## src/rtl/adsr_envelope_generator_core_defines.svh

```systemverilog
// Assertion macros shared by the envelope generator RTL.
`ifndef ADSR_ENVELOPE_GENERATOR_CORE_DEFINES_SVH
`define ADSR_ENVELOPE_GENERATOR_CORE_DEFINES_SVH
`ifndef SYNTH
// Same-cycle implication, checked on every rising edge outside reset.
`define ADSR_ASSERT_IMP(lbl, ante, cons) \
  lbl: assert property (@(posedge clk_i) disable iff (!rst_ni) (ante) |-> (cons)) \
    else $error("envelope assertion failed");
// Next-cycle implication, checked on every rising edge outside reset.
`define ADSR_ASSERT_NXT(lbl, ante, cons) \
  lbl: assert property (@(posedge clk_i) disable iff (!rst_ni) (ante) |=> (cons)) \
    else $error("envelope assertion failed");
`else
`define ADSR_ASSERT_IMP(lbl, ante, cons)
`define ADSR_ASSERT_NXT(lbl, ante, cons)
`endif
`endif

```

## src/rtl/adsr_pkg.sv

```systemverilog
// Shared widths, codes and types of the ADSR envelope generator.
package adsr_pkg;

  // Field and state widths.
  localparam int TIME_BITS       = 26;
  localparam int LEVEL_FRAC_BITS = 16;
  localparam int LEVEL_W         = LEVEL_FRAC_BITS + 1;
  localparam int DUR_W           = 23;
  localparam int DT_W            = 16;
  localparam int CMD_W           = 2;
  localparam int STAGE_W         = 3;

  // Multiply-divide unit sizes. The quotient can reach full scale, so it
  // carries the integer bit of a level too.
  localparam int PROD_W = LEVEL_W + TIME_BITS;
  localparam int QUOT_W = LEVEL_W;
  localparam int CNT_W  = $clog2(LEVEL_W);

  // Configuration port.
  localparam int NUM_REGS = 5;
  localparam int DATA_W   = 32;
  localparam int ADDR_W   = $clog2(NUM_REGS * 4);
  localparam int IDX_W    = ADDR_W - 2;

  localparam logic [IDX_W-1:0] REG_ATTACK   = IDX_W'(0);
  localparam logic [IDX_W-1:0] REG_DECAY    = IDX_W'(1);
  localparam logic [IDX_W-1:0] REG_SUSTAIN  = IDX_W'(2);
  localparam logic [IDX_W-1:0] REG_RELEASE  = IDX_W'(3);
  localparam logic [IDX_W-1:0] REG_REACTIVE = IDX_W'(4);

  // Level and time constants.
  localparam logic [LEVEL_W-1:0]   FULL_LEVEL      = LEVEL_W'(1) << LEVEL_FRAC_BITS;
  localparam logic [LEVEL_W-1:0]   HALF_LEVEL      = LEVEL_W'(1) << (LEVEL_FRAC_BITS - 1);
  localparam logic [DUR_W-1:0]     INSTANT_US      = DUR_W'(1000);
  localparam logic [TIME_BITS-1:0] AUTO_RELEASE_US = TIME_BITS'(2000000);
  localparam logic [TIME_BITS-1:0] TIME_MAX        = '1;

  // Command codes.
  localparam logic [CMD_W-1:0] CMD_TICK    = 2'd0;
  localparam logic [CMD_W-1:0] CMD_TRIGGER = 2'd1;
  localparam logic [CMD_W-1:0] CMD_RELEASE = 2'd2;
  localparam logic [CMD_W-1:0] CMD_NOP     = 2'd3;

  // Envelope stage codes.
  localparam logic [STAGE_W-1:0] ST_IDLE    = 3'd0;
  localparam logic [STAGE_W-1:0] ST_ATTACK  = 3'd1;
  localparam logic [STAGE_W-1:0] ST_DECAY   = 3'd2;
  localparam logic [STAGE_W-1:0] ST_SUSTAIN = 3'd3;
  localparam logic [STAGE_W-1:0] ST_RELEASE = 3'd4;

  // Configuration register set.
  typedef struct packed {
    logic [DUR_W-1:0]   attack_us;
    logic [DUR_W-1:0]   decay_us;
    logic [LEVEL_W-1:0] sustain_level;
    logic [DUR_W-1:0]   release_us;
    logic               reactive_enable;
  } cfg_t;

  // Request to the multiply-divide unit: floor(mplier * mcand / divisor).
  typedef struct packed {
    logic                 start;
    logic [LEVEL_W-1:0]   mplier;
    logic [TIME_BITS-1:0] mcand;
    logic [DUR_W-1:0]     divisor;
  } muldiv_req_t;

  // Response of the multiply-divide unit.
  typedef struct packed {
    logic              busy;
    logic              done;
    logic [QUOT_W-1:0] quot;
  } muldiv_rsp_t;

endpackage

```

## src/rtl/adsr_in_if.sv

```systemverilog
// Input item channel: command, elapsed time and audio level.
interface adsr_in_if;
  logic                            valid;
  logic                            ready;
  logic [adsr_pkg::CMD_W-1:0]      cmd;
  logic [adsr_pkg::DT_W-1:0]       dt_us;
  logic [adsr_pkg::LEVEL_W-1:0]    audio_level;

  modport source (output valid, cmd, dt_us, audio_level, input ready);
  modport sink (input valid, cmd, dt_us, audio_level, output ready);
endinterface

```

## src/rtl/adsr_out_if.sv

```systemverilog
// Result item channel: envelope level and stage.
interface adsr_out_if;
  logic                         valid;
  logic                         ready;
  logic [adsr_pkg::LEVEL_W-1:0] level;
  logic [adsr_pkg::STAGE_W-1:0] stage;

  modport source (output valid, level, stage, input ready);
  modport sink (input valid, level, stage, output ready);
endinterface

```

## src/rtl/adsr_envelope_generator_core.sv

```systemverilog
// Trigger, release or no-op: the item goes straight from S_WAIT to S_DONE.
// Tick with no ramp division: the item passes through S_PREP, S_EVAL and S_DONE.
// Tick in an attack, decay or release ramp: the item passes through S_PREP, S_EVAL, S_CALC
// and S_DONE; S_CALC waits on the serial multiply-divide unit (17 multiply steps, then 17
// divide steps). A result held by the sink stalls S_DONE and so delays the next accept.
// Reset (asynchronous, active low): stage idle, level zero, stage time zero, default config.
`include "adsr_envelope_generator_core_defines.svh"
module adsr_envelope_generator_core (
  input  logic                        clk_i,
  input  logic                        rst_ni,
  input  logic                        psel,
  input  logic                        penable,
  input  logic                        pwrite,
  input  logic [adsr_pkg::ADDR_W-1:0] paddr,
  input  logic [adsr_pkg::DATA_W-1:0] pwdata,
  output logic [adsr_pkg::DATA_W-1:0] prdata,
  output logic                        pready,
  adsr_in_if.sink                     item_in,
  adsr_out_if.source                  item_out
);

  localparam int TB = adsr_pkg::TIME_BITS;
  localparam int LW = adsr_pkg::LEVEL_W;
  localparam int DW = adsr_pkg::DUR_W;
  localparam int SW = adsr_pkg::STAGE_W;

  localparam logic [2:0] S_WAIT = 3'd0;
  localparam logic [2:0] S_PREP = 3'd1;
  localparam logic [2:0] S_EVAL = 3'd2;
  localparam logic [2:0] S_CALC = 3'd3;
  localparam logic [2:0] S_DONE = 3'd4;

  adsr_pkg::cfg_t        cfg;
  adsr_pkg::muldiv_req_t md_req;
  adsr_pkg::muldiv_rsp_t md_rsp;

  logic [2:0]                 state_q, state_d;
  logic [SW-1:0]              stage_q, stage_d;
  logic [TB-1:0]              el_q, el_d;
  logic [LW-1:0]              level_q, level_d;
  logic [LW-1:0]              lar_q, lar_d;
  logic [adsr_pkg::DT_W-1:0]  dt_q, dt_d;
  logic [LW-1:0]              audio_q, audio_d;
  logic                       out_valid_q, out_valid_d;
  logic [LW-1:0]              out_level_q, out_level_d;
  logic [SW-1:0]              out_stage_q, out_stage_d;

  logic [LW-1:0] sus_c;
  logic [TB-1:0] el_base;
  logic [TB:0]   el_sum;
  logic          auto_start;
  logic [DW-1:0] rel_left;

  adsr_regs u_regs (
    .clk_i   (clk_i),
    .rst_ni  (rst_ni),
    .psel    (psel),
    .penable (penable),
    .pwrite  (pwrite),
    .paddr   (paddr),
    .pwdata  (pwdata),
    .prdata  (prdata),
    .pready  (pready),
    .cfg_o   (cfg)
  );

  adsr_muldiv u_muldiv (
    .clk_i  (clk_i),
    .rst_ni (rst_ni),
    .req_i  (md_req),
    .rsp_o  (md_rsp)
  );

  // Sustain level clamped to full scale.
  assign sus_c = (cfg.sustain_level > adsr_pkg::FULL_LEVEL) ? adsr_pkg::FULL_LEVEL
                                                              : cfg.sustain_level;

  // Reactive auto-trigger and the saturating stage clock of a tick.
  assign auto_start = cfg.reactive_enable && (audio_q > adsr_pkg::HALF_LEVEL) &&
                      (stage_q == adsr_pkg::ST_IDLE);
  assign el_base    = auto_start ? '0 : el_q;
  assign el_sum     = {1'b0, el_base} + (TB + 1)'(dt_q);

  // Time left in release; only used while the stage time is below release_us.
  assign rel_left = cfg.release_us - el_q[DW-1:0];

  assign item_in.ready  = (state_q == S_WAIT);
  assign item_out.valid = out_valid_q;
  assign item_out.level = out_level_q;
  assign item_out.stage = out_stage_q;

  // Item sequencer and envelope update.
  always_comb begin
    state_d        = state_q;
    stage_d        = stage_q;
    el_d           = el_q;
    level_d        = level_q;
    lar_d          = lar_q;
    dt_d           = dt_q;
    audio_d        = audio_q;
    out_valid_d    = out_valid_q;
    out_level_d    = out_level_q;
    out_stage_d    = out_stage_q;
    md_req.start   = 1'b0;
    md_req.mplier  = adsr_pkg::FULL_LEVEL;
    md_req.mcand   = el_q;
    md_req.divisor = cfg.attack_us;

    if (out_valid_q && item_out.ready) begin
      out_valid_d = 1'b0;
    end

    unique case (state_q)
      S_WAIT: begin
        if (item_in.valid) begin
          dt_d    = item_in.dt_us;
          audio_d = item_in.audio_level;
          state_d = S_DONE;
          unique case (item_in.cmd)
            adsr_pkg::CMD_TICK: state_d = S_PREP;
            adsr_pkg::CMD_TRIGGER: begin
              stage_d = adsr_pkg::ST_ATTACK;
              el_d    = '0;
            end
            adsr_pkg::CMD_RELEASE: begin
              if (stage_q != adsr_pkg::ST_IDLE) begin
                stage_d = adsr_pkg::ST_RELEASE;
                lar_d   = level_q;
                el_d    = '0;
              end
            end
            adsr_pkg::CMD_NOP: ;
            default: ;
          endcase
        end
      end
      S_PREP: begin
        if (auto_start) begin
          stage_d = adsr_pkg::ST_ATTACK;
        end
        el_d    = el_sum[TB] ? adsr_pkg::TIME_MAX : el_sum[TB-1:0];
        state_d = S_EVAL;
      end
      S_EVAL: begin
        state_d = S_DONE;
        unique case (stage_q)
          adsr_pkg::ST_ATTACK: begin
            if (cfg.attack_us <= adsr_pkg::INSTANT_US || el_q >= TB'(cfg.attack_us)) begin
              level_d = adsr_pkg::FULL_LEVEL;
              stage_d = adsr_pkg::ST_DECAY;
              el_d    = '0;
            end else begin
              md_req.start = 1'b1;
              state_d      = S_CALC;
            end
          end
          adsr_pkg::ST_DECAY: begin
            if (cfg.decay_us <= adsr_pkg::INSTANT_US || el_q >= TB'(cfg.decay_us)) begin
              level_d = sus_c;
              stage_d = adsr_pkg::ST_SUSTAIN;
              el_d    = '0;
            end else begin
              md_req.start   = 1'b1;
              md_req.mplier  = adsr_pkg::FULL_LEVEL - sus_c;
              md_req.divisor = cfg.decay_us;
              state_d        = S_CALC;
            end
          end
          adsr_pkg::ST_SUSTAIN: begin
            level_d = sus_c;
            if (cfg.reactive_enable && el_q > adsr_pkg::AUTO_RELEASE_US) begin
              stage_d = adsr_pkg::ST_RELEASE;
              lar_d   = sus_c;
              el_d    = '0;
            end
          end
          adsr_pkg::ST_RELEASE: begin
            if (cfg.release_us <= adsr_pkg::INSTANT_US ||
                el_q >= TB'(cfg.release_us)) begin
              level_d = '0;
              stage_d = adsr_pkg::ST_IDLE;
            end else begin
              md_req.start   = 1'b1;
              md_req.mplier  = lar_q;
              md_req.mcand   = TB'(rel_left);
              md_req.divisor = cfg.release_us;
              state_d        = S_CALC;
            end
          end
          default: begin
            level_d = '0;
            stage_d = adsr_pkg::ST_IDLE;
          end
        endcase
      end
      S_CALC: begin
        if (md_rsp.done) begin
          state_d = S_DONE;
          unique case (stage_q)
            adsr_pkg::ST_DECAY: level_d = adsr_pkg::FULL_LEVEL - LW'(md_rsp.quot);
            adsr_pkg::ST_RELEASE: begin
              level_d = LW'(md_rsp.quot);
              if (md_rsp.quot == '0) begin
                stage_d = adsr_pkg::ST_IDLE;
              end
            end
            default: level_d = LW'(md_rsp.quot);
          endcase
        end
      end
      S_DONE: begin
        // The output register takes the item once the previous one has left.
        if (!out_valid_q || item_out.ready) begin
          out_valid_d = 1'b1;
          out_level_d = level_q;
          out_stage_d = stage_q;
          state_d     = S_WAIT;
        end
      end
      default: state_d = S_WAIT;
    endcase
  end

  always_ff @(posedge clk_i or negedge rst_ni) begin
    if (!rst_ni) begin
      state_q     <= S_WAIT;
      stage_q     <= adsr_pkg::ST_IDLE;
      el_q        <= '0;
      level_q     <= '0;
      lar_q       <= '0;
      out_valid_q <= 1'b0;
    end else begin
      state_q     <= state_d;
      stage_q     <= stage_d;
      el_q        <= el_d;
      level_q     <= level_d;
      lar_q       <= lar_d;
      out_valid_q <= out_valid_d;
    end
  end

  always_ff @(posedge clk_i) begin
    dt_q        <= dt_d;
    audio_q     <= audio_d;
    out_level_q <= out_level_d;
    out_stage_q <= out_stage_d;
  end

  `ADSR_ASSERT_IMP(a_idle_level_zero, stage_q == adsr_pkg::ST_IDLE, level_q == '0)
  `ADSR_ASSERT_IMP(a_level_in_range, out_valid_q, out_level_q <= adsr_pkg::FULL_LEVEL)
  `ADSR_ASSERT_IMP(a_calc_blocks_input, state_q == S_CALC, !item_in.ready && md_rsp.busy || md_rsp.done)

endmodule

```

## src/rtl/adsr_regs.sv

```systemverilog
// APB-style configuration registers of the envelope generator.
module adsr_regs (
  input  logic                          clk_i,
  input  logic                          rst_ni,
  input  logic                          psel,
  input  logic                          penable,
  input  logic                          pwrite,
  input  logic [adsr_pkg::ADDR_W-1:0]   paddr,
  input  logic [adsr_pkg::DATA_W-1:0]   pwdata,
  output logic [adsr_pkg::DATA_W-1:0]   prdata,
  output logic                          pready,
  output adsr_pkg::cfg_t                cfg_o
);

  adsr_pkg::cfg_t cfg_q, cfg_d;
  logic [adsr_pkg::IDX_W-1:0] idx;
  logic wr_en;

  assign idx    = paddr[adsr_pkg::ADDR_W-1:2];
  assign wr_en  = psel && penable && pwrite;
  assign pready = 1'b1;
  assign cfg_o  = cfg_q;

  // Register write decode.
  always_comb begin
    cfg_d = cfg_q;
    if (wr_en) begin
      unique case (idx)
        adsr_pkg::REG_ATTACK:   cfg_d.attack_us       = pwdata[adsr_pkg::DUR_W-1:0];
        adsr_pkg::REG_DECAY:    cfg_d.decay_us        = pwdata[adsr_pkg::DUR_W-1:0];
        adsr_pkg::REG_SUSTAIN:  cfg_d.sustain_level   = pwdata[adsr_pkg::LEVEL_W-1:0];
        adsr_pkg::REG_RELEASE:  cfg_d.release_us      = pwdata[adsr_pkg::DUR_W-1:0];
        adsr_pkg::REG_REACTIVE: cfg_d.reactive_enable = pwdata[0];
        default: ;
      endcase
    end
  end

  always_ff @(posedge clk_i or negedge rst_ni) begin
    if (!rst_ni) begin
      cfg_q.attack_us       <= adsr_pkg::DUR_W'(100000);
      cfg_q.decay_us        <= adsr_pkg::DUR_W'(300000);
      cfg_q.sustain_level   <= adsr_pkg::LEVEL_W'(45875);
      cfg_q.release_us      <= adsr_pkg::DUR_W'(500000);
      cfg_q.reactive_enable <= 1'b0;
    end else begin
      cfg_q <= cfg_d;
    end
  end

  // Read back, zero-extended to the bus width.
  always_comb begin
    unique case (idx)
      adsr_pkg::REG_ATTACK:   prdata = adsr_pkg::DATA_W'(cfg_q.attack_us);
      adsr_pkg::REG_DECAY:    prdata = adsr_pkg::DATA_W'(cfg_q.decay_us);
      adsr_pkg::REG_SUSTAIN:  prdata = adsr_pkg::DATA_W'(cfg_q.sustain_level);
      adsr_pkg::REG_RELEASE:  prdata = adsr_pkg::DATA_W'(cfg_q.release_us);
      adsr_pkg::REG_REACTIVE: prdata = adsr_pkg::DATA_W'(cfg_q.reactive_enable);
      default:                prdata = '0;
    endcase
  end

endmodule

```

## src/rtl/adsr_muldiv.sv

```systemverilog
// Bit-serial multiply followed by bit-serial restoring divide.
`include "adsr_envelope_generator_core_defines.svh"
module adsr_muldiv (
  input  logic                  clk_i,
  input  logic                  rst_ni,
  input  adsr_pkg::muldiv_req_t req_i,
  output adsr_pkg::muldiv_rsp_t rsp_o
);

  localparam logic [1:0] M_IDLE = 2'd0;
  localparam logic [1:0] M_MUL  = 2'd1;
  localparam logic [1:0] M_DIV  = 2'd2;

  localparam int TB = adsr_pkg::TIME_BITS;
  localparam int LW = adsr_pkg::LEVEL_W;
  localparam int DW = adsr_pkg::DUR_W;
  localparam int QW = adsr_pkg::QUOT_W;
  localparam int CW = adsr_pkg::CNT_W;

  logic [1:0]                  mode_q, mode_d;
  logic [CW-1:0]               cnt_q, cnt_d;
  logic                        done_q, done_d;
  logic [adsr_pkg::PROD_W-1:0] p_q, p_d;
  logic [TB-1:0]               mcand_q, mcand_d;
  logic [DW-1:0]               div_q, div_d;
  logic [DW-1:0]               rem_q, rem_d;

  logic [TB:0] acc_sum;
  logic [DW:0] trial;
  logic [DW:0] trial_diff;
  logic        trial_ge;

  // One multiplier bit per cycle: add the multiplicand to the upper part, shift right.
  assign acc_sum = {1'b0, p_q[adsr_pkg::PROD_W-1:LW]} + (p_q[0] ? {1'b0, mcand_q} : '0);

  // One quotient bit per cycle: bring down the next numerator bit, try to subtract.
  assign trial      = {rem_q, p_q[QW-1]};
  assign trial_diff = trial - {1'b0, div_q};
  assign trial_ge   = (trial >= {1'b0, div_q});

  always_comb begin
    mode_d  = mode_q;
    cnt_d   = cnt_q;
    done_d  = 1'b0;
    p_d     = p_q;
    mcand_d = mcand_q;
    div_d   = div_q;
    rem_d   = rem_q;
    unique case (mode_q)
      M_IDLE: begin
        if (req_i.start) begin
          p_d     = {{TB{1'b0}}, req_i.mplier};
          mcand_d = req_i.mcand;
          div_d   = req_i.divisor;
          cnt_d   = '0;
          mode_d  = M_MUL;
        end
      end
      M_MUL: begin
        p_d = {acc_sum, p_q[LW-1:1]};
        if (cnt_q == CW'(LW - 1)) begin
          cnt_d  = '0;
          mode_d = M_DIV;
        end else begin
          cnt_d = cnt_q + 1'b1;
        end
      end
      M_DIV: begin
        // The first divide step starts from the product's upper bits as remainder.
        rem_d           = trial_ge ? trial_diff[DW-1:0] : trial[DW-1:0];
        p_d[QW-1:0]     = {p_q[QW-2:0], trial_ge};
        if (cnt_q == CW'(QW - 1)) begin
          mode_d = M_IDLE;
          done_d = 1'b1;
        end else begin
          cnt_d = cnt_q + 1'b1;
        end
      end
      default: mode_d = M_IDLE;
    endcase
  end

  always_ff @(posedge clk_i or negedge rst_ni) begin
    if (!rst_ni) begin
      mode_q <= M_IDLE;
      cnt_q  <= '0;
      done_q <= 1'b0;
    end else begin
      mode_q <= mode_d;
      cnt_q  <= cnt_d;
      done_q <= done_d;
    end
  end

  // The remainder is loaded from the product at the switch to dividing.
  always_ff @(posedge clk_i) begin
    p_q     <= p_d;
    mcand_q <= mcand_d;
    div_q   <= div_d;
    if (mode_q == M_MUL && cnt_q == CW'(LW - 1)) begin
      rem_q <= p_d[DW+QW-1:QW];
    end else begin
      rem_q <= rem_d;
    end
  end

  assign rsp_o.busy = (mode_q != M_IDLE);
  assign rsp_o.done = done_q;
  assign rsp_o.quot = p_q[QW-1:0];

  `ADSR_ASSERT_IMP(a_rem_below_divisor, mode_q == M_DIV, rem_q < div_q)
  `ADSR_ASSERT_IMP(a_start_only_idle, req_i.start, mode_q == M_IDLE)
  `ADSR_ASSERT_NXT(a_done_single_pulse, done_q, !done_q && mode_q == M_IDLE)

endmodule
```

## src/flat_wrapper.sv

```systemverilog
// flat-port wrapper written by rule: the top's interface ports become plain ports
module adsr_envelope_generator_core_flat 
  (clk_i, rst_ni, psel, penable, pwrite, paddr, pwdata, prdata, pready, item_in_valid, item_in_cmd, item_in_dt_us, item_in_audio_level, item_in_ready, item_out_valid, item_out_level, item_out_stage, item_out_ready);
  adsr_in_if item_in_i ();
  adsr_out_if item_out_i ();
  input  logic clk_i;
  input  logic rst_ni;
  input  logic psel;
  input  logic penable;
  input  logic pwrite;
  input  logic [adsr_pkg::ADDR_W-1:0] paddr;
  input  logic [adsr_pkg::DATA_W-1:0] pwdata;
  output logic [adsr_pkg::DATA_W-1:0] prdata;
  output logic pready;
  input wire logic [$bits(item_in_i.valid)-1:0] item_in_valid;
  input wire logic [$bits(item_in_i.cmd)-1:0] item_in_cmd;
  input wire logic [$bits(item_in_i.dt_us)-1:0] item_in_dt_us;
  input wire logic [$bits(item_in_i.audio_level)-1:0] item_in_audio_level;
  output wire logic [$bits(item_in_i.ready)-1:0] item_in_ready;
  output wire logic [$bits(item_out_i.valid)-1:0] item_out_valid;
  output wire logic [$bits(item_out_i.level)-1:0] item_out_level;
  output wire logic [$bits(item_out_i.stage)-1:0] item_out_stage;
  input wire logic [$bits(item_out_i.ready)-1:0] item_out_ready;
  assign item_in_i.valid = item_in_valid;
  assign item_in_i.cmd = item_in_cmd;
  assign item_in_i.dt_us = item_in_dt_us;
  assign item_in_i.audio_level = item_in_audio_level;
  assign item_in_ready = item_in_i.ready;
  assign item_out_valid = item_out_i.valid;
  assign item_out_level = item_out_i.level;
  assign item_out_stage = item_out_i.stage;
  assign item_out_i.ready = item_out_ready;
  adsr_envelope_generator_core u_core (.clk_i(clk_i), .rst_ni(rst_ni), .psel(psel), .penable(penable), .pwrite(pwrite), .paddr(paddr), .pwdata(pwdata), .prdata(prdata), .pready(pready), .item_in(item_in_i), .item_out(item_out_i));
endmodule
```

## config.mk

```make
export PLATFORM = sky130hd
export DESIGN_NAME = adsr_envelope_generator_core_flat
export DESIGN_NICKNAME = d
export VERILOG_FILES = /design/src/rtl/adsr_pkg.sv /design/src/rtl/adsr_in_if.sv /design/src/rtl/adsr_out_if.sv /design/src/rtl/adsr_envelope_generator_core.sv /design/src/rtl/adsr_regs.sv /design/src/rtl/adsr_muldiv.sv /design/src/flat_wrapper.sv
export VERILOG_INCLUDE_DIRS = /design/src /design/src/rtl
export SDC_FILE = /design/constraint.sdc
export NUM_CORES = 1
export LEC_CHECK = 0
export BUFFER_PORTS_ARGS = -buffer_cell sky130_fd_sc_hd__buf_2
export CAP_MARGIN = 0
export CORE_ASPECT_RATIO = 2
export CORE_UTILIZATION = 40
export CTS_CLUSTER_SIZE = 30
export DETAILED_ROUTE_END_ITERATION = 8
export PLACE_DENSITY_LB_ADDON = 0.25
export SYNTH_ARGS = -nofsm -noshare
export SYNTH_HDL_FRONTEND = slang
export SYNTH_SLANG_ARGS = --single-unit
```

## constraint.sdc

```tcl
create_clock -name clk_i -period 12.45 [get_ports clk_i]
set_input_delay 1.245 -clock clk_i [delete_from_list [all_inputs] [get_ports clk_i]]
set_output_delay 1.245 -clock clk_i [all_outputs]
set_load 0.05 [all_outputs]
```

; ---- Yosys cells after proc, flatten, opt, wreduce, memory -nomap -nowiden
; Index checks and enable logic that the tools add are counted.
[totals]
reg_bits = 330
input_bits = 79
out_inout_bits = 55
[op_classes]
addsub = 7
order_cmp = 10
eq_ne = 38
muxes = 76
n_reduce_logical = 43
[op_table]
columns = cell, n
row1 = 26-bit 2-to-1 mux, 9
row2 = 17-bit 2-to-1 mux, 11
row3 = 26-bit one-hot mux with 3 select lines, 2
row4 = 67-bit 2-to-1 mux, 2
row5 = 23-bit one-hot mux with 5 select lines, 1
row6 = 26-bit one-hot mux with 2 select lines, 2
row7 = 17-bit one-hot mux with 2 select lines, 3
row8 = 23-bit 2-to-1 mux, 4
row9 = 26-bit by 23-bit >= comparator with 1-bit output, 3
row10 = 23-bit by 10-bit less-or-equal comparator with 1-bit output (second input constant), 3
row11 = 17-bit one-hot mux with 4 select lines, 1
row12 = 3-bit 2-to-1 mux, 17
row13 = 17-bit one-hot mux with 3 select lines, 1
row14 = 23-bit one-hot mux with 2 select lines, 1
row15 = 23-bit subtractor, 2
row16 = 43-bit 2-to-1 mux, 1
row17 = 17-bit subtractor (first input constant), 2
row18 = 26-bit by 16-bit adder with 27-bit output, 1
row19 = 26-bit by 27-bit adder with 27-bit output, 1
row20 = 26-bit by 21-bit greater-than comparator with 1-bit output (second input constant), 1
row21 = 24-bit by 23-bit >= comparator with 1-bit output, 1
row22 = 3-bit one-hot mux with 4 select lines, 2
row23 = 2-bit AND reduction, 10
row24 = 3-bit by 2-bit == test with 1-bit output (second input constant), 6
row25 = other kinds (37), 87

; ---- Logic depth before layout (Yosys ltp)
[logic_depth]
depth_word = 9
ltp_mapped = 19
mapped_depth_nobuf = 16

; ---- Modules after synthesis
; A second synthesis with hierarchy kept.
[unflattened]
cells_unflattened = 2308
area_unflattened_um2 = 22390.2
[by_module_without_submodules]
columns = mod, n_inst, cells_each, area_per_inst_um2, seq_area_each_um2
row1 = adsr_envelope_generator_core, 1, 1279, 10543.9, 3268.1
row2 = adsr_muldiv, 1, 753, 7599.8, 3423.3
row3 = adsr_regs, 1, 276, 4246.6, 2214.6

; ---- Least setup slack after synthesis
; Ideal clock, no wire load.
[synth_timing]
path_type = flip-flop to flip-flop
from = reg u_core.el_q[0]
to = reg u_core.u_muldiv.div_q[0], enable pin
setup_ns = 0.456
t_arrival_ns = 4.453
required_ns = 11.994
setup_slack_ns = 7.542
stages_incl_launch_ff = 12
synth_period_minus_slack_ns = 4.908
path_cell_list = dfrtp_1 inv_1 ha_1 nand2b_1 a21o_1 a2111oi_0 o21ai_0 a311o_2 nor2_8 o31ai_4 buf_2 nor2_1
[synth_between]
elab_chain_cells = 6
[synth_rtl]
columns = element, line_no
row1 = "start, declared", adsr_envelope_generator_core.sv:39  ; logic [TB-1:0] el_q, el_d;
row2 = "start signal, assigned", adsr_envelope_generator_core.sv:235  ; el_q <= el_d;
row3 = "26-bit by 23-bit >= comparator with 1-bit output, on equally long branches", "adsr_envelope_generator_core.sv:179, adsr_envelope_generator_core.sv:148, adsr_envelope_generator_core.sv:158"
row4 = "1-bit logical OR, on equally long branches", "adsr_envelope_generator_core.sv:178, adsr_envelope_generator_core.sv:148, adsr_envelope_generator_core.sv:158"
row5 = "67-bit 2-to-1 mux, or another cell as far along", adsr_envelope_generator_core.sv:178  ; if (cfg.release_us <= adsr_pkg::INSTANT_US ||
row6 = 1-bit one-hot mux with 3 select lines *, adsr_envelope_generator_core.sv:146  ; unique case (stage_q)
row7 = 67-bit 2-to-1 mux *, adsr_envelope_generator_core.sv:113  ; unique case (state_q)
row8 = 2-bit AND reduction (no source line) *, n/a
row9 = "end signal, assigned", adsr_muldiv.sv:99  ; div_q <= div_d;
row10 = "end, declared", adsr_muldiv.sv:25  ; logic [DW-1:0] div_q, div_d;
; Every way passes the cells marked *; elsewhere a longest branch is shown, timed or not.
; A chain may end at the register's enable or synchronous reset.

; ---- Final worst setup path
[layout_timing]
from = reg u_core.el_q[3]
to = reg u_core.u_muldiv.p_q[5] (netlist name) (data pin)
[layout_between]
elab_chain_cells = 7
[layout_rtl]
columns = element, line_no
row1 = "26-bit by 23-bit >= comparator with 1-bit output, on equally long branches", "adsr_envelope_generator_core.sv:179, adsr_envelope_generator_core.sv:158"
row2 = "1-bit logical OR, on equally long branches", "adsr_envelope_generator_core.sv:178, adsr_envelope_generator_core.sv:158"
row3 = 67-bit 2-to-1 mux / 18-bit 2-to-1 mux (equally long branches), "adsr_envelope_generator_core.sv:178, adsr_envelope_generator_core.sv:158"
row4 = 17-bit one-hot mux with 2 select lines *, adsr_envelope_generator_core.sv:146
row5 = 67-bit 2-to-1 mux *, adsr_envelope_generator_core.sv:113
row6 = 43-bit 2-to-1 mux *, adsr_muldiv.sv:51  ; if (req_i.start) begin
row7 = 17-bit one-hot mux with 3 select lines *, adsr_muldiv.sv:49  ; unique case (mode_q)
row8 = named net u_core.u_muldiv.p_d (one bit), adsr_muldiv.sv:23  ; logic [adsr_pkg::PROD_W-1:0] p_q, p_d;
row9 = "end signal, assigned", adsr_muldiv.sv:97  ; p_q <= p_d;
row10 = "end, declared", adsr_muldiv.sv:23
; The timed path passes the listed nets; every way through them passes the cells marked *. The select of a mux whose other input is x is not followed.

==> impl_summary.txt <==
----------------------------------------------------
[Global route]
  All-Layer GR Usage ... 0.2530
  Wire length of the first global-routing pass ... around 110 mm
  Antenna violations before repair ... 1
  Pin count of the biggest net entering global routing ... between 60 and 70
  Remaining global-route overflow ... 0
  Via count of the first global-routing pass ... approximately 18000

[Worst setup path]
  Worst-path cell with the longest stage delay ... sky130_fd_sc_hd__or4_1
  Delay contributed by the slowest stage of the critical path ... 0.92 ns
  Required time of the critical path ... 12.87 ns
  Category of cells accounting for the largest share of critical-path delay ... compound AO/OA/AOI/OAI gates
  Critical path, cell by cell ... inv_1 -> ha_1 -> a21oi_1 -> nor2b_1 -> a2111oi_0 -> o21ai_0 -> a311o_2 -> nor2_8 -> o31ai_4 -> or4_1 -> o21ai_0
  Total buffers and inverters traversed by the critical path ... 1
  CP max FO ... 43
  R2R setup slack ... ~7.4 ns
  Worst endpoint data arrival time ... about 5.5 ns
  Nature of the critical path endpoint ... flop
  Startpoint Class ... flop
  Critical setup path kind ... flop to flop
  Most frequent cell on the critical path ... sky130_fd_sc_hd__o21ai_0

[Clock tree]
  Number of buffers created by CTS ... 30
  Clock slew at reported path FFs ... 0.07 ns
  Number of gates resized after cts ... 0
  TritonCTS clock tree ... built
  Clk_lat worst skew ... 0.60 ns
  Setup repair bufs after CTS ... 0
  Number of H-tree branching levels ... 1
  CTS hold repair buffers ... 0
  Maximum clock insertion buffer count ... 3
  Clock Sink Count ... 330
  Cell chosen for the clock root ... sky130_fd_sc_hd__clkbuf_16

[Floorplanning]
  Total Die Area ... 54950 um2
  Initial core utilization ... 0.4038
  # IOs ... 134
  Chip height ... 330.5 um
  Row count ... 120
  DIE WIDTH ... between 150 and 200 um
  Placeable core area ... 53450 um2

[STA]
  Worst-case headroom to the max-slew limit ... 0.02851
  Final setup viols ... 0
  Transition time at the pin with the least slew margin ... around 1.5 ns
  Period Utilization, post-route ... 0.4092
  Setup repair after global routing missed its margin ... false
  Post-route minimum period ... 5.095 ns
  Worst-case clock skew ... between 0.01 and 0.015 ns
  Final number of hold-violating endpoints ... 0
  Number of max-slew violations in the final report ... 0
  Max frequency ... 196.3 MHz
  Final Hold Slack ... 0.4775 ns
  Final total negative setup slack ... 0 ns

[Cells and area]
  Area added between synthesis and finish ... 10.41%
  Most used cells in the layout excluding fill and tap cells ... sky130_fd_sc_hd__nand2_1 (234), sky130_fd_sc_hd__o21ai_0 (216), sky130_fd_sc_hd__inv_1 (168)
  Area occupied by multi-input gates ... 11580 um2
  Fin cells ... 3076
  Layout cells sized above 1 ... 0.1298
  Number of fill cells ... 5219
  Final design instance area without fill ... 23830 um2
  Register Area ... 8906 um2
  Most common cell after layout, fill and taps aside ... sky130_fd_sc_hd__nand2_1
  Net count reported at finish ... 2629

[Job]
  Number of max-cap violations ... 0

[Route]
  DRC violation count after routing ... 14
  Number of nets with antenna violations after detailed routing ... 0
  Detailed Route Iter0 Violations ... 1104
  First drt pass iteration count ... 7
  Detailed-route wire length ... about 70 mm
  Number of vias per cell ... 5.775
  Routed len/inst ... 22.58 um
  Vias after detailed routing ... roughly 18000

[Logic synthesis]
  Cells taking the most area after synthesis ... sky130_fd_sc_hd__edfxtp_1 (20%), sky130_fd_sc_hd__dfrtp_1 (15%), sky130_fd_sc_hd__ha_1 (9.7%)
  Warnings from Yosys ... 0
  Primary flip-flop cell chosen by synthesis mapping ... sky130_fd_sc_hd__edfxtp_1
  Synthesized netlist cell count ... 2318
  Proportion of synthesized flip-flops having asynchronous set or reset ... 0.4909
  Number of different library cells in the post-synthesis netlist ... 85
  Number of synthesized flops with an enable pin ... 145
  Post-synth top area cell ... sky130_fd_sc_hd__edfxtp_1
  Sequential fraction of the synthesis area ... 0.4126
  Cell area after synthesis ... 21580 um2
  Fraction of synthesized cell area taken by the top area cell type ... 0.2017
  Flops & latches, synth ... 330
  Synthesized area per cell ... 9.312 um2

[Placement]
  Instance area at placement ... 22770 um2
  Final HPWL DP ... 53.71 mm
  GPL Wtd Cong ... 0.9430
  Placed Instances ... 3018
  Count of port buffers added during placement ... 112

[Status]
  Status ... finished with violations
  Violations in the final reports ... DRC

[Min path]
  Worst hold path type ... flop to flop

[Pwr]
  Worst IR Drop VDD ... between 0.1 and 0.15 mV
  PwrDens ... 198.0 nW/um2
  Leakage power summed over all cells ... 0.01014 uW

----------------------------------------------------
logic make-up (layout without fill, tap and decap cells):
group           Yosys count  after routing  synth area share
compound gates          749            749            0.2291
simple gates            632            632            0.1400
flops                   330            330            0.4126
buf+inv                 293            370           0.05437
fa+ha+maj               171            171            0.1005
xor+xnor                 86             86           0.03490
mux                      55             55           0.02817
other cells               2             12         0.0003479
per-stage QoR:
| stage | worst slack, ns | total power (uW) | utilization |
|---|---|---|---|
| global route | 7.116 | 5003 | 0.4458 |
| detailed placement | 7.350 | 3703 | 0.4261 |
| global placement | 7.415 | 3655 | 0.4261 |
| finish | 7.355 | 4718 | 0.4458 |
| floorplan | 7.542 | 3099 | - |
| CTS | 7.373 | 4732 | 0.4457 |
worst register-to-register path, stage by stage (launching register included):
cell	delay [ns]
sky130_fd_sc_hd__dfrtp_1	0.56
sky130_fd_sc_hd__inv_1	0.11
sky130_fd_sc_hd__ha_1	0.39
sky130_fd_sc_hd__a21oi_1	0.18
sky130_fd_sc_hd__nor2b_1	0.07
sky130_fd_sc_hd__a2111oi_0	0.51
sky130_fd_sc_hd__o21ai_0	0.34
sky130_fd_sc_hd__a311o_2	0.55
sky130_fd_sc_hd__nor2_8	0.64
sky130_fd_sc_hd__o31ai_4	0.34
sky130_fd_sc_hd__or4_1	0.93
sky130_fd_sc_hd__o21ai_0	0.30
cells in the mapped netlist, drive strengths merged, types with 13 or more instances:
cell type,count
ha,167
nor2b,21
a21oi,146
nand2,234
xnor2,54
dfrtp,132
o21ai,226
a22o,51
nand2b,20
a31oi,34
or3,13
a211oi,16
o21a,20
a22oi,36
nand3,46
nor2,128
o21bai,16
nor3,35
nor4,19
nand4,17
and2,55
o31ai,19
a21o,50
clkbuf,99
buf,25
inv,168
edfxtp,145
xor2,32
o211ai,14
mux2,46
dfxtp,23
o2bb2ai,24
and3,17
dfstp,30
a221o,18
final timing paths:
| path | start | to | depth (start not counted) |
|---|---|---|---|
| setup reg to reg | u_core.el_q[3]$_DFFE_PN0P_ | u_core.u_muldiv.p_q[5]$_DFFE_PP_ | 11 |
| setup / recovery | u_core.el_q[3]$_DFFE_PN0P_ | u_core.u_muldiv.p_q[5]$_DFFE_PP_ | 11 |
| hold / removal | u_core.level_q[3]$_DFFE_PN0P_ | u_core.item_out.level[3]$_DFFE_PP_ | 0 |
| min in group asynchronous | rst_ni | u_core.el_q[3]$_DFFE_PN0P_ | 1 |
| max in group asynchronous | rst_ni | u_core.level_q[10]$_DFFE_PN0P_ | 2 |
| hold reg to reg | u_core.level_q[3]$_DFFE_PN0P_ | u_core.item_out.level[3]$_DFFE_PP_ | 0 |
per-layer routing:
| metal | wire length (um) | global-route usage | part of all wire |
|---|---|---|---|
| met5 | 0 | 0 | 0 |
| met4 | 4725 | 0.1630 | 0.068 |
| met2 | 36260 | 0.4755 | 0.52 |
| met3 | 2866 | 0.02354 | 0.041 |
| met1 | 25600 | 0.2709 | 0.37 |
flip-flops by register name (all words and copies together), names as in the netlist:
register	flops
u_core.u_regs.cfg_o	87
u_core.u_muldiv.p_q	43
u_core.el_q	26
u_core.u_muldiv.mcand_q	26
u_core.u_muldiv.div_q	23
u_core.u_muldiv.rem_q	23
u_core.audio_q	17
u_core.item_out.level	17
u_core.lar_q	17
u_core.level_q	17
u_core.dt_q	16
u_core.u_muldiv.cnt_q	5
u_core.item_out.stage	3
u_core.stage_q	3
u_core.state_q	3
u_core.u_muldiv.mode_q	2
u_core.item_out.valid	1
u_core.u_muldiv.done_q	1
final cells by class:
| class | instances | area share |
|---|---|---|
| antenna | 2 | 0.0002100 |
| tap | 671 | 0.03523 |
| timing repair buffer | 145 | 0.03418 |
| multi-input combinational | 1703 | 0.4859 |
| clock inverter | 20 | 0.009031 |
| clock buffer | 36 | 0.03507 |
| sequential | 330 | 0.3737 |
| inverter | 169 | 0.02662 |
report_power, final:
group          total (uW)  switching, uW  internal [uW]
Combinational        1980           1240            735
Sequential           1730            278           1450
Clock                1010            449            564
Note: power is estimated with default switching activity, not from simulation.
